**config.mk**
```make
export PLATFORM = sky130hd
export DESIGN_NAME = ambient_average_change_detect_flat
export DESIGN_NICKNAME = d
export VERILOG_FILES = /design/src/sv/aacd_pkg.sv /design/src/sv/aacd_if.sv /design/src/sv/aacd_cell.sv /design/src/sv/aacd_rdiv.sv /design/src/sv/ambient_average_change_detect.sv /design/src/flat_wrapper.sv
export SDC_FILE = /design/constraint.sdc
export NUM_CORES = 2
export LEC_CHECK = 0
export ABC_CLOCK_PERIOD_IN_PS = 9600
export BUFFER_PORTS_ARGS = -buffer_cell sky130_fd_sc_hd__buf_4
export CORE_MARGIN = 2
export CORE_UTILIZATION = 55
export DETAILED_ROUTE_END_ITERATION = 8
export PLACE_DENSITY = 0.79
export SYNTH_ARGS = -nofsm -noshare
export SYNTH_HDL_FRONTEND = slang
export SYNTH_SLANG_ARGS = --single-unit
export TNS_END_PERCENT = 5
```
**constraint.sdc**
```tcl
create_clock -name clk -period 9.6 [get_ports clk]
set_input_delay 0.96 -clock clk [delete_from_list [all_inputs] [get_ports clk]]
set_output_delay 0.96 -clock clk [all_outputs]
set_load 0.05 [all_outputs]
```
**src/sv/aacd_pkg.sv**
```systemverilog
`timescale 1ns / 1ps
// Shared widths, register indexes, reset values and types for the ambient average block.
package aacd_pkg;

    localparam int TEMP_W = 11;
    localparam int HUM_W  = 10;
    localparam int LUX_W  = 16;

    localparam int TTHR_W = 11;
    localparam int HTHR_W = 10;
    localparam int LTHR_W = 16;

    localparam int CFG_IDX_W  = 2;
    localparam int CFG_DATA_W = 16;

    localparam logic [CFG_IDX_W-1:0] REG_TEMP_THR = 2'd0;
    localparam logic [CFG_IDX_W-1:0] REG_HUM_THR  = 2'd1;
    localparam logic [CFG_IDX_W-1:0] REG_LUX_THR  = 2'd2;

    localparam logic [TTHR_W-1:0] TEMP_THR_RESET = 11'd5;
    localparam logic [HTHR_W-1:0] HUM_THR_RESET  = 10'd50;
    localparam logic [LTHR_W-1:0] LUX_THR_RESET  = 16'd10;

    localparam int WINDOW_LENGTH_DEFAULT = 5;

    typedef struct packed {
        logic signed [TEMP_W-1:0] temp;
        logic [HUM_W-1:0]         hum;
        logic [LUX_W-1:0]         lux;
    } sample_t;

    typedef struct packed {
        logic load;
        logic prime;
    } cell_ctrl_t;

endpackage

```
**src/sv/aacd_if.sv**
```systemverilog
`timescale 1ns / 1ps
// Channel interfaces: sample input, result output and configuration write.
interface aacd_sample_if;
    import aacd_pkg::*;
    logic                     valid;
    logic                     ready;
    logic signed [TEMP_W-1:0] temperature_reading;
    logic [HUM_W-1:0]         humidity_reading;
    logic [LUX_W-1:0]         illuminance_reading;

    modport source (output valid, output temperature_reading, output humidity_reading,
                    output illuminance_reading, input ready);
    modport sink   (input valid, input temperature_reading, input humidity_reading,
                    input illuminance_reading, output ready);
endinterface

interface aacd_result_if;
    import aacd_pkg::*;
    logic                     valid;
    logic                     ready;
    logic signed [TEMP_W-1:0] temperature_average;
    logic [HUM_W-1:0]         humidity_average;
    logic [LUX_W-1:0]         illuminance_average;
    logic                     changed;

    modport source (output valid, output temperature_average, output humidity_average,
                    output illuminance_average, output changed, input ready);
    modport sink   (input valid, input temperature_average, input humidity_average,
                    input illuminance_average, input changed, output ready);
endinterface

interface aacd_cfg_if;
    import aacd_pkg::*;
    logic                  valid;
    logic                  ready;
    logic [CFG_IDX_W-1:0]  index;
    logic [CFG_DATA_W-1:0] data;

    modport source (output valid, output index, output data, input ready);
    modport sink   (input valid, input index, input data, output ready);
endinterface

```
**src/sv/aacd_cell.sv**
```systemverilog
`timescale 1ns / 1ps
// One window cell: holds a sample set and passes it to the next cell on each transfer.
module aacd_cell (
    input  logic                clk,
    input  aacd_pkg::cell_ctrl_t ctrl,
    input  aacd_pkg::sample_t   fresh,
    input  aacd_pkg::sample_t   prev,
    output aacd_pkg::sample_t   q
);
    import aacd_pkg::*;

    sample_t q_reg;

    // priming fills every cell with the fresh sample
    always_ff @(posedge clk)
    begin
        if (ctrl.load)
        begin
            q_reg <= ctrl.prime ? fresh : prev;
        end
    end

    assign q = q_reg;

endmodule

```
**src/sv/aacd_rdiv.sv**
```systemverilog
`timescale 1ns / 1ps
// Rounded divide by the window length: reciprocal multiply on a biased magnitude, then sign.
module aacd_rdiv #(
    parameter int WINDOW_LENGTH = aacd_pkg::WINDOW_LENGTH_DEFAULT,
    parameter int X_W           = 21,
    parameter int OUT_W         = 16
) (
    input  logic [X_W-1:0]   x,
    input  logic             neg,
    output logic [OUT_W-1:0] avg
);
    import aacd_pkg::*;

    localparam int LW    = $clog2(WINDOW_LENGTH);
    localparam int SHIFT = X_W + LW;
    localparam int M_W   = X_W + 2;
    localparam int P_W   = X_W + M_W;
    localparam logic [M_W-1:0] RECIP =
        M_W'(((64'd1 << SHIFT) + 64'(WINDOW_LENGTH) - 64'd1) / 64'(WINDOW_LENGTH));

    logic [P_W-1:0]   prod;
    logic [OUT_W-1:0] quo;

    assign prod = P_W'(x) * P_W'(RECIP);
    assign quo  = prod[SHIFT +: OUT_W];
    assign avg  = neg ? OUT_W'(-quo) : quo;

endmodule

```
**src/sv/ambient_average_change_detect.sv**
```systemverilog
`timescale 1ns / 1ps
// Top level: window cell row, running sums, change detection and averaging pipeline.
//
//  channel   dir   handshake      payload
//  samples   in    valid/ready    temperature_reading, humidity_reading, illuminance_reading
//  results   out   valid/ready    temperature_average, humidity_average, illuminance_average,
//                                 changed
//  cfg       in    valid/ready    index, data (threshold write, ready always high)
//
// One sample set per cycle while results are taken; each result passes the stage 1, stage 2 and output registers.
// Stages: running-sum update, threshold compare with reported-sum update, reciprocal divide.
// Every stage advances independently, so bubbles close up while results are stalled.
// Reset clears sums, reported sums, the primed flag and stage valids; thresholds go to
// their default values. The first sample after reset fills the whole window.
module ambient_average_change_detect #(
    parameter int WINDOW_LENGTH = aacd_pkg::WINDOW_LENGTH_DEFAULT
) (
    input  logic        clk,
    input  logic        rst_n,
    aacd_sample_if.sink samples,
    aacd_result_if.source results,
    aacd_cfg_if.sink    cfg
);
    import aacd_pkg::*;

    localparam int LW     = $clog2(WINDOW_LENGTH);
    localparam int TSUM_W = TEMP_W + LW;
    localparam int HSUM_W = HUM_W + LW;
    localparam int LSUM_W = LUX_W + LW;
    localparam int TX_W   = TSUM_W + 1;
    localparam int HX_W   = HSUM_W + 1;
    localparam int LX_W   = LSUM_W + 1;
    localparam int HALF   = WINDOW_LENGTH / 2;

    // config
    logic [TTHR_W-1:0] tthr_reg;
    logic [HTHR_W-1:0] hthr_reg;
    logic [LTHR_W-1:0] lthr_reg;

    assign cfg.ready = 1'b1;

    always_ff @(posedge clk or negedge rst_n)
    begin
        if (!rst_n)
        begin
            tthr_reg <= TEMP_THR_RESET;
            hthr_reg <= HUM_THR_RESET;
            lthr_reg <= LUX_THR_RESET;
        end
        else if (cfg.valid)
        begin
            case (cfg.index)
                REG_TEMP_THR: tthr_reg <= cfg.data[TTHR_W-1:0];
                REG_HUM_THR:  hthr_reg <= cfg.data[HTHR_W-1:0];
                REG_LUX_THR:  lthr_reg <= cfg.data[LTHR_W-1:0];
                default:      ;
            endcase
        end
    end

    // pipeline control
    logic s1_valid_reg, s2_valid_reg, s3_valid_reg;
    logic rdy1, rdy2, rdy3;
    logic fire;

    assign rdy3          = !s3_valid_reg || results.ready;
    assign rdy2          = !s2_valid_reg || rdy3;
    assign rdy1          = !s1_valid_reg || rdy2;
    assign samples.ready = rdy1;
    assign fire          = samples.valid && rdy1;

    always_ff @(posedge clk or negedge rst_n)
    begin
        if (!rst_n)
        begin
            s1_valid_reg <= 1'b0;
            s2_valid_reg <= 1'b0;
            s3_valid_reg <= 1'b0;
        end
        else
        begin
            if (rdy1)
            begin
                s1_valid_reg <= samples.valid;
            end
            if (rdy2)
            begin
                s2_valid_reg <= s1_valid_reg;
            end
            if (rdy3)
            begin
                s3_valid_reg <= s2_valid_reg;
            end
        end
    end

    // window cell row; last cell holds the oldest sample set
    sample_t    fresh;
    sample_t    cell_q [WINDOW_LENGTH];
    cell_ctrl_t cell_ctrl;
    logic       primed_reg;

    assign fresh.temp      = samples.temperature_reading;
    assign fresh.hum       = samples.humidity_reading;
    assign fresh.lux       = samples.illuminance_reading;
    assign cell_ctrl.load  = fire;
    assign cell_ctrl.prime = !primed_reg;

    for (genvar i = 0; i < WINDOW_LENGTH; i++)
    begin : g_cell
        if (i == 0)
        begin : g_head
            aacd_cell u_cell (
                .clk   (clk),
                .ctrl  (cell_ctrl),
                .fresh (fresh),
                .prev  (fresh),
                .q     (cell_q[i])
            );
        end
        else
        begin : g_body
            aacd_cell u_cell (
                .clk   (clk),
                .ctrl  (cell_ctrl),
                .fresh (fresh),
                .prev  (cell_q[i-1]),
                .q     (cell_q[i])
            );
        end
    end

    // stage 1: running sums
    logic signed [TSUM_W-1:0] tsum_reg, tsum_next;
    logic [HSUM_W-1:0]        hsum_reg, hsum_next;
    logic [LSUM_W-1:0]        lsum_reg, lsum_next;
    logic                     s1_prime_reg;
    sample_t                  oldest;

    assign oldest = cell_q[WINDOW_LENGTH-1];

    always_comb
    begin
        if (!primed_reg)
        begin
            tsum_next = TSUM_W'(fresh.temp * TSUM_W'(WINDOW_LENGTH));
            hsum_next = HSUM_W'(HSUM_W'(fresh.hum) * HSUM_W'(WINDOW_LENGTH));
            lsum_next = LSUM_W'(LSUM_W'(fresh.lux) * LSUM_W'(WINDOW_LENGTH));
        end
        else
        begin
            tsum_next = tsum_reg + TSUM_W'(fresh.temp) - TSUM_W'(oldest.temp);
            hsum_next = hsum_reg + HSUM_W'(fresh.hum) - HSUM_W'(oldest.hum);
            lsum_next = lsum_reg + LSUM_W'(fresh.lux) - LSUM_W'(oldest.lux);
        end
    end

    always_ff @(posedge clk or negedge rst_n)
    begin
        if (!rst_n)
        begin
            primed_reg <= 1'b0;
            tsum_reg   <= '0;
            hsum_reg   <= '0;
            lsum_reg   <= '0;
        end
        else if (fire)
        begin
            primed_reg <= 1'b1;
            tsum_reg   <= tsum_next;
            hsum_reg   <= hsum_next;
            lsum_reg   <= lsum_next;
        end
    end

    always_ff @(posedge clk)
    begin
        if (fire)
        begin
            s1_prime_reg <= !primed_reg;
        end
    end

    // stage 2: compare against reported sums
    logic signed [TSUM_W-1:0] rep_tsum_reg;
    logic [HSUM_W-1:0]        rep_hsum_reg;
    logic [LSUM_W-1:0]        rep_lsum_reg;

    logic signed [TX_W-1:0] tdiff;
    logic signed [HX_W-1:0] hdiff;
    logic signed [LX_W-1:0] ldiff;
    logic [TX_W-1:0]        tdist;
    logic [HX_W-1:0]        hdist;
    logic [LX_W-1:0]        ldist;
    logic [TTHR_W+LW-1:0]   tlim;
    logic [HTHR_W+LW-1:0]   hlim;
    logic [LTHR_W+LW-1:0]   llim;
    logic                   changed_next;
    logic [TSUM_W-1:0]      tmag;
    logic                   load2;

    assign tdiff = TX_W'(tsum_reg) - TX_W'(rep_tsum_reg);
    assign hdiff = $signed({1'b0, hsum_reg}) - $signed({1'b0, rep_hsum_reg});
    assign ldiff = $signed({1'b0, lsum_reg}) - $signed({1'b0, rep_lsum_reg});
    assign tdist = tdiff[TX_W-1] ? TX_W'(-tdiff) : TX_W'(tdiff);
    assign hdist = hdiff[HX_W-1] ? HX_W'(-hdiff) : HX_W'(hdiff);
    assign ldist = ldiff[LX_W-1] ? LX_W'(-ldiff) : LX_W'(ldiff);
    assign tlim  = (TTHR_W+LW)'((TTHR_W+LW)'(tthr_reg) * (TTHR_W+LW)'(WINDOW_LENGTH));
    assign hlim  = (HTHR_W+LW)'((HTHR_W+LW)'(hthr_reg) * (HTHR_W+LW)'(WINDOW_LENGTH));
    assign llim  = (LTHR_W+LW)'((LTHR_W+LW)'(lthr_reg) * (LTHR_W+LW)'(WINDOW_LENGTH));

    assign changed_next = !s1_prime_reg &&
                          ((tdist > TX_W'(tlim)) ||
                           (hdist > HX_W'(hlim)) ||
                           (ldist > LX_W'(llim)));

    assign tmag  = tsum_reg[TSUM_W-1] ? TSUM_W'(-tsum_reg) : TSUM_W'(tsum_reg);
    assign load2 = rdy2 && s1_valid_reg;

    always_ff @(posedge clk or negedge rst_n)
    begin
        if (!rst_n)
        begin
            rep_tsum_reg <= '0;
            rep_hsum_reg <= '0;
            rep_lsum_reg <= '0;
        end
        else if (load2 && changed_next)
        begin
            rep_tsum_reg <= tsum_reg;
            rep_hsum_reg <= hsum_reg;
            rep_lsum_reg <= lsum_reg;
        end
    end

    logic [TX_W-1:0] s2_tx_reg;
    logic            s2_tneg_reg;
    logic [HX_W-1:0] s2_hx_reg;
    logic [LX_W-1:0] s2_lx_reg;
    logic            s2_changed_reg;

    // biased magnitudes for round-half-away-from-zero
    always_ff @(posedge clk)
    begin
        if (load2)
        begin
            s2_tx_reg      <= TX_W'(tmag) + TX_W'(HALF);
            s2_tneg_reg    <= tsum_reg[TSUM_W-1];
            s2_hx_reg      <= HX_W'(hsum_reg) + HX_W'(HALF);
            s2_lx_reg      <= LX_W'(lsum_reg) + LX_W'(HALF);
            s2_changed_reg <= changed_next;
        end
    end

    // stage 3: divide and output register
    logic [TEMP_W-1:0] tavg;
    logic [HUM_W-1:0]  havg;
    logic [LUX_W-1:0]  lavg;

    aacd_rdiv #(.WINDOW_LENGTH(WINDOW_LENGTH), .X_W(TX_W), .OUT_W(TEMP_W)) u_tdiv (
        .x   (s2_tx_reg),
        .neg (s2_tneg_reg),
        .avg (tavg)
    );

    aacd_rdiv #(.WINDOW_LENGTH(WINDOW_LENGTH), .X_W(HX_W), .OUT_W(HUM_W)) u_hdiv (
        .x   (s2_hx_reg),
        .neg (1'b0),
        .avg (havg)
    );

    aacd_rdiv #(.WINDOW_LENGTH(WINDOW_LENGTH), .X_W(LX_W), .OUT_W(LUX_W)) u_ldiv (
        .x   (s2_lx_reg),
        .neg (1'b0),
        .avg (lavg)
    );

    logic [TEMP_W-1:0] out_t_reg;
    logic [HUM_W-1:0]  out_h_reg;
    logic [LUX_W-1:0]  out_l_reg;
    logic              out_changed_reg;

    always_ff @(posedge clk)
    begin
        if (rdy3 && s2_valid_reg)
        begin
            out_t_reg       <= tavg;
            out_h_reg       <= havg;
            out_l_reg       <= lavg;
            out_changed_reg <= s2_changed_reg;
        end
    end

    assign results.valid               = s3_valid_reg;
    assign results.temperature_average = $signed(out_t_reg);
    assign results.humidity_average    = out_h_reg;
    assign results.illuminance_average = out_l_reg;
    assign results.changed             = out_changed_reg;

`ifndef SYNTH
    a_prime_quiet: assert property (@(posedge clk) disable iff (!rst_n)
        (load2 && s1_prime_reg) |=> !s2_changed_reg)
        else $error("priming sample flagged as changed");

    a_primed_set: assert property (@(posedge clk) disable iff (!rst_n)
        fire |=> primed_reg)
        else $error("primed flag not set after transfer");

    a_first_prime: assert property (@(posedge clk) disable iff (!rst_n)
        (fire && !primed_reg) |=> s1_prime_reg)
        else $error("first sample not marked as priming");

    a_rep_on_change: assert property (@(posedge clk) disable iff (!rst_n)
        (!$stable(rep_tsum_reg) || !$stable(rep_hsum_reg) || !$stable(rep_lsum_reg))
        |-> s2_changed_reg)
        else $error("reported sums moved without a change flag");
`endif

endmodule
```
**src/flat_wrapper.sv**
```systemverilog
// flat-port wrapper written by rule: the top's interface ports become plain ports
module ambient_average_change_detect_flat import aacd_pkg::*;
#(
    parameter int WINDOW_LENGTH = aacd_pkg::WINDOW_LENGTH_DEFAULT
)
  (clk, rst_n, samples_valid, samples_temperature_reading, samples_humidity_reading, samples_illuminance_reading, samples_ready, results_valid, results_temperature_average, results_humidity_average, results_illuminance_average, results_changed, results_ready, cfg_valid, cfg_index, cfg_data, cfg_ready);
  aacd_sample_if samples_i ();
  aacd_result_if results_i ();
  aacd_cfg_if cfg_i ();
  input  logic clk;
  input  logic rst_n;
  input wire logic [$bits(samples_i.valid)-1:0] samples_valid;
  input wire logic [$bits(samples_i.temperature_reading)-1:0] samples_temperature_reading;
  input wire logic [$bits(samples_i.humidity_reading)-1:0] samples_humidity_reading;
  input wire logic [$bits(samples_i.illuminance_reading)-1:0] samples_illuminance_reading;
  output wire logic [$bits(samples_i.ready)-1:0] samples_ready;
  output wire logic [$bits(results_i.valid)-1:0] results_valid;
  output wire logic [$bits(results_i.temperature_average)-1:0] results_temperature_average;
  output wire logic [$bits(results_i.humidity_average)-1:0] results_humidity_average;
  output wire logic [$bits(results_i.illuminance_average)-1:0] results_illuminance_average;
  output wire logic [$bits(results_i.changed)-1:0] results_changed;
  input wire logic [$bits(results_i.ready)-1:0] results_ready;
  input wire logic [$bits(cfg_i.valid)-1:0] cfg_valid;
  input wire logic [$bits(cfg_i.index)-1:0] cfg_index;
  input wire logic [$bits(cfg_i.data)-1:0] cfg_data;
  output wire logic [$bits(cfg_i.ready)-1:0] cfg_ready;
  assign samples_i.valid = samples_valid;
  assign samples_i.temperature_reading = samples_temperature_reading;
  assign samples_i.humidity_reading = samples_humidity_reading;
  assign samples_i.illuminance_reading = samples_illuminance_reading;
  assign samples_ready = samples_i.ready;
  assign results_valid = results_i.valid;
  assign results_temperature_average = results_i.temperature_average;
  assign results_humidity_average = results_i.humidity_average;
  assign results_illuminance_average = results_i.illuminance_average;
  assign results_changed = results_i.changed;
  assign results_i.ready = results_ready;
  assign cfg_i.valid = cfg_valid;
  assign cfg_i.index = cfg_index;
  assign cfg_i.data = cfg_data;
  assign cfg_ready = cfg_i.ready;
  ambient_average_change_detect #(.WINDOW_LENGTH(WINDOW_LENGTH)) u_core (.clk(clk), .rst_n(rst_n), .samples(samples_i), .results(results_i), .cfg(cfg_i));
endmodule
```
==> flow_summary_export.csv <==
group,metric,value,unit
status,status,"complete, no violations",
final_layout,syn_to_final_growth,8.406,%
final_layout,drive_above_1_share,6.614,%
drt,ant_nets,0,
timing,rsz0062_at_grt,"false",
global_routing,grt_pass1_wl,137000,um
timing,hold_viol,0,
worst_setup_path,cp_num_buf_inv,4,
worst_setup_path,reg2reg_to,"u_core.results.temperature_average[10]",
global_routing,grt_overflow,0,
worst_setup_path,crit_slowest_cell,"o41ai_1",
yosys,ys_ff_latch,408,
worst_setup_path,crit_chain,"inv_1 -> ha_1 -> inv_1 -> ha_1 -> xor2_1 -> fa_1 -> inv_1 -> fa_1 -> inv_1 -> fa_1 -> fa_1 -> ha_1 -> a211oi_1 -> o21ai_0 -> o221a_2 -> o21ai_0 -> o21ai_0 -> and3_1 -> o41ai_1 -> nor4b_1 -> a41o_1 -> a2111oi_0 -> xnor2_1",
worst_setup_path,crit_path_start_kind,"register",
placed_design,io_buffers,99,
drt,first_pass_iters,6,
floorplanning,core,0.07136,mm^2
worst_setup_path,worstPathArrival,8.01,ns
worst_setup_path,reg2reg_slack,1.92,ns
floorplanning,die_w,272.4,um
final_layout,seq_area,0.01160,mm^2
yosys,synth_area,0.03962,mm^2
clocking,post-cts-setup-buffer-count,0,
placed_design,place.gp.congestion,0.9223,
timing,finalMaxSlewViolations,0,
clocking,cts_made_buffers,47,
drt,num_vias,27090,
yosys,synthFlopType,"edfxtp_1",
yosys,synthesis.nets,4942,
floorplanning,pin_count,101,
final_layout,multiInputGateArea,0.02512,mm^2
drt,drc,0,
drt,post_drt_wl_per_cell,16.41,um
global_routing,grt_max_degree,138,
final_layout,fillers,5828,
clocking,cts.reportedPaths.clkPinSlew,0.06,ns
drt,drt-initial-drc-count,1535,
timing,max_freq,0.1302,GHz
timing,fin_skew,0.03556,ns
run,maxCapViolCount,0,
yosys,yosysWarnings,0,
final_layout,mostFrequentLayoutCells,"699 x inv_1, 659 x ha_1, 462 x nand2_1",
global_routing,grt_pass1_vias,27470,
timing,timing.hold.ws,0.3466,ns
timing,worst_pin_slew,1.077,ns
clocking,clock-sinks,408,
floorplanning,rows,98,
global_routing,antenna_found_initial,2,
timing,final.period_utilization,79.98,%
clocking,ctsHoldBuffers,0,
clocking,ctsRootBufferMaster,"clkbuf_16",
drt,via_per_inst,5.414,
global_routing,grt_usage,22.72,%
floorplanning,initial_utilization,55.52,%
clocking,tritoncts,"built",
floorplanning,die_area,0.07420,mm^2
worst_setup_path,reg2regPathDepth,23,
final_layout,nets,5038,
worst_setup_path,cp.required,9.93,ns
drt,drt_wl_total,82080,um
yosys,synthCells,3918,
clocking,htree_levels,2,
timing,max_slew_margin,28.23,%
worst_setup_path,critPathTopFamily,"compound AO/OA/AOI/OAI gates",
clocking,ctsResizeCount,0,
worst_setup_path,r2r_start,"u_core.s2_tx_reg[13]",
hold_path,hold_path.class,"input port to asynchronous set/reset pin",
timing,setup_tns,0,ns
final_layout,final_common_cell,"inv_1",
yosys,synthDistinctLibCells,78,
worst_setup_path,crit_fanout,6,
worst_setup_path,crit_cells,23,
yosys,ys_seq_area_share,29.26,%
yosys,synth-edff-count,275,
placed_design,dpl.hpwl,65430,um
worst_setup_path,cp_slowest_stage_delay,0.62,ns
worst_setup_path,setup.worst_path.class,"register to register",
clocking,clockBufferDepth,3,
placed_design,place_ws,1.998,ns
floorplanning,die_h,272.4,um
worst_setup_path,endpoint_kind,"register",
yosys,syn_avg_cell_area,10.11,um^2
yosys,synthArstFlopShare,32.60,%
timing,period_needed,7.678,ns
timing,setup_slack,1.922,ns
final_layout,largest_reg_flops,148,
clocking,clk-insertion-delay-late,0.61,ns
timing,setup_viol,0,
Yosys cell counts (5+ instances only):
cell type / n / area, um^2
or2_2: 12 / 75.07
a21boi_0: 10 / 75.07
nand2b_1: 29 / 181.4
a311oi_1: 5 / 43.79
o21a_1: 25 / 187.7
a21o_1: 62 / 465.5
inv_1: 700 / 2628
and4_1: 5 / 43.79
nand3b_1: 6 / 45.04
a211oi_1: 21 / 157.7
clkbuf_1: 42 / 157.7
ha_1: 659 / 8245
xor2_1: 57 / 499.2
nor3_1: 58 / 290.3
o31ai_1: 18 / 135.1
xnor2_1: 189 / 1655
a31oi_1: 14 / 87.58
nor2_1: 127 / 476.7
nand2_1: 463 / 1738
o41ai_1: 11 / 96.34
nor4_1: 11 / 68.82
o21ai_0: 133 / 665.6
dfstp_2: 7 / 183.9
o2111ai_1: 5 / 43.79
dfrtp_1: 126 / 3153
o21bai_1: 25 / 187.7
a2111oi_0: 5 / 43.79
buf_1: 13 / 48.80
a21oi_1: 150 / 750.7
nor3b_1: 8 / 60.06
nand4_1: 11 / 68.82
and2_1: 12 / 75.07
nor2b_1: 34 / 212.7
or3_1: 18 / 112.6
fa_1: 305 / 6106
and3_1: 24 / 150.1
mux2i_1: 46 / 460.4
mux2_2: 42 / 473.0
edfxtp_1: 275 / 8258
nand3_1: 50 / 250.2
o211ai_1: 23 / 172.7
layout make-up:
class	instances	area share, %
multi-input combinational	2748	58.47
antenna	1	0.005826
sequential	408	27.00
clock buffer	62	3.088
tap	950	2.767
inverter	701	6.143
timing repair buffer	108	1.896
clock inverter	25	0.6234
worst max-delay path by stage:
stage,startpoint,endpoint,slack [ns]
2_1_floorplan,results_ready,u_core.hsum_reg[1],2.07
3_3_place_gp,u_core.s2_tx_reg[13],u_core.results.temperature_average[10],2.21
3_5_place_dp,u_core.s2_tx_reg[13],u_core.results.temperature_average[10],2.00
4_1_cts,u_core.s2_tx_reg[13],u_core.results.temperature_average[10],1.98
5_1_grt,u_core.s2_tx_reg[13],u_core.results.temperature_average[10],1.30
6_report,u_core.s2_tx_reg[13],u_core.results.temperature_average[10],1.92
metal layers:
layer  global-route usage (%)  vias up  share of wire, %
met5                        0        -             0.012
met4                    6.131        2               2.5
met3                    3.729      111               5.3
met2                    35.76      576                45
met1                    32.60    13010                47
li1                         -    13380                 -
logic make-up after synthesis:
logic type	after synthesis	share of synthesized area, %
AO/OA/AOI/OAI	560	9.094
XOR/XNOR	246	5.438
adder cells (fa/ha/maj)	964	36.22
buffers and inverters	762	7.411
flip-flops	408	29.26
multiplexers	88	2.356
other	2	0.01895
AND/OR/NAND/NOR	888	10.20
stage by stage:
stage	cells	util, %	area [um^2]
after floorplan	3918	-	39620
after global placement	4915	57.95	41360
after detailed placement	4915	57.95	41360
after CTS	5002	60.19	42950
after global routing	5003	60.19	42950
final	5003	60.19	42950
Power is not shown: default switching activity piles up to over one toggle a cycle in this logic, so the estimate is an artifact.
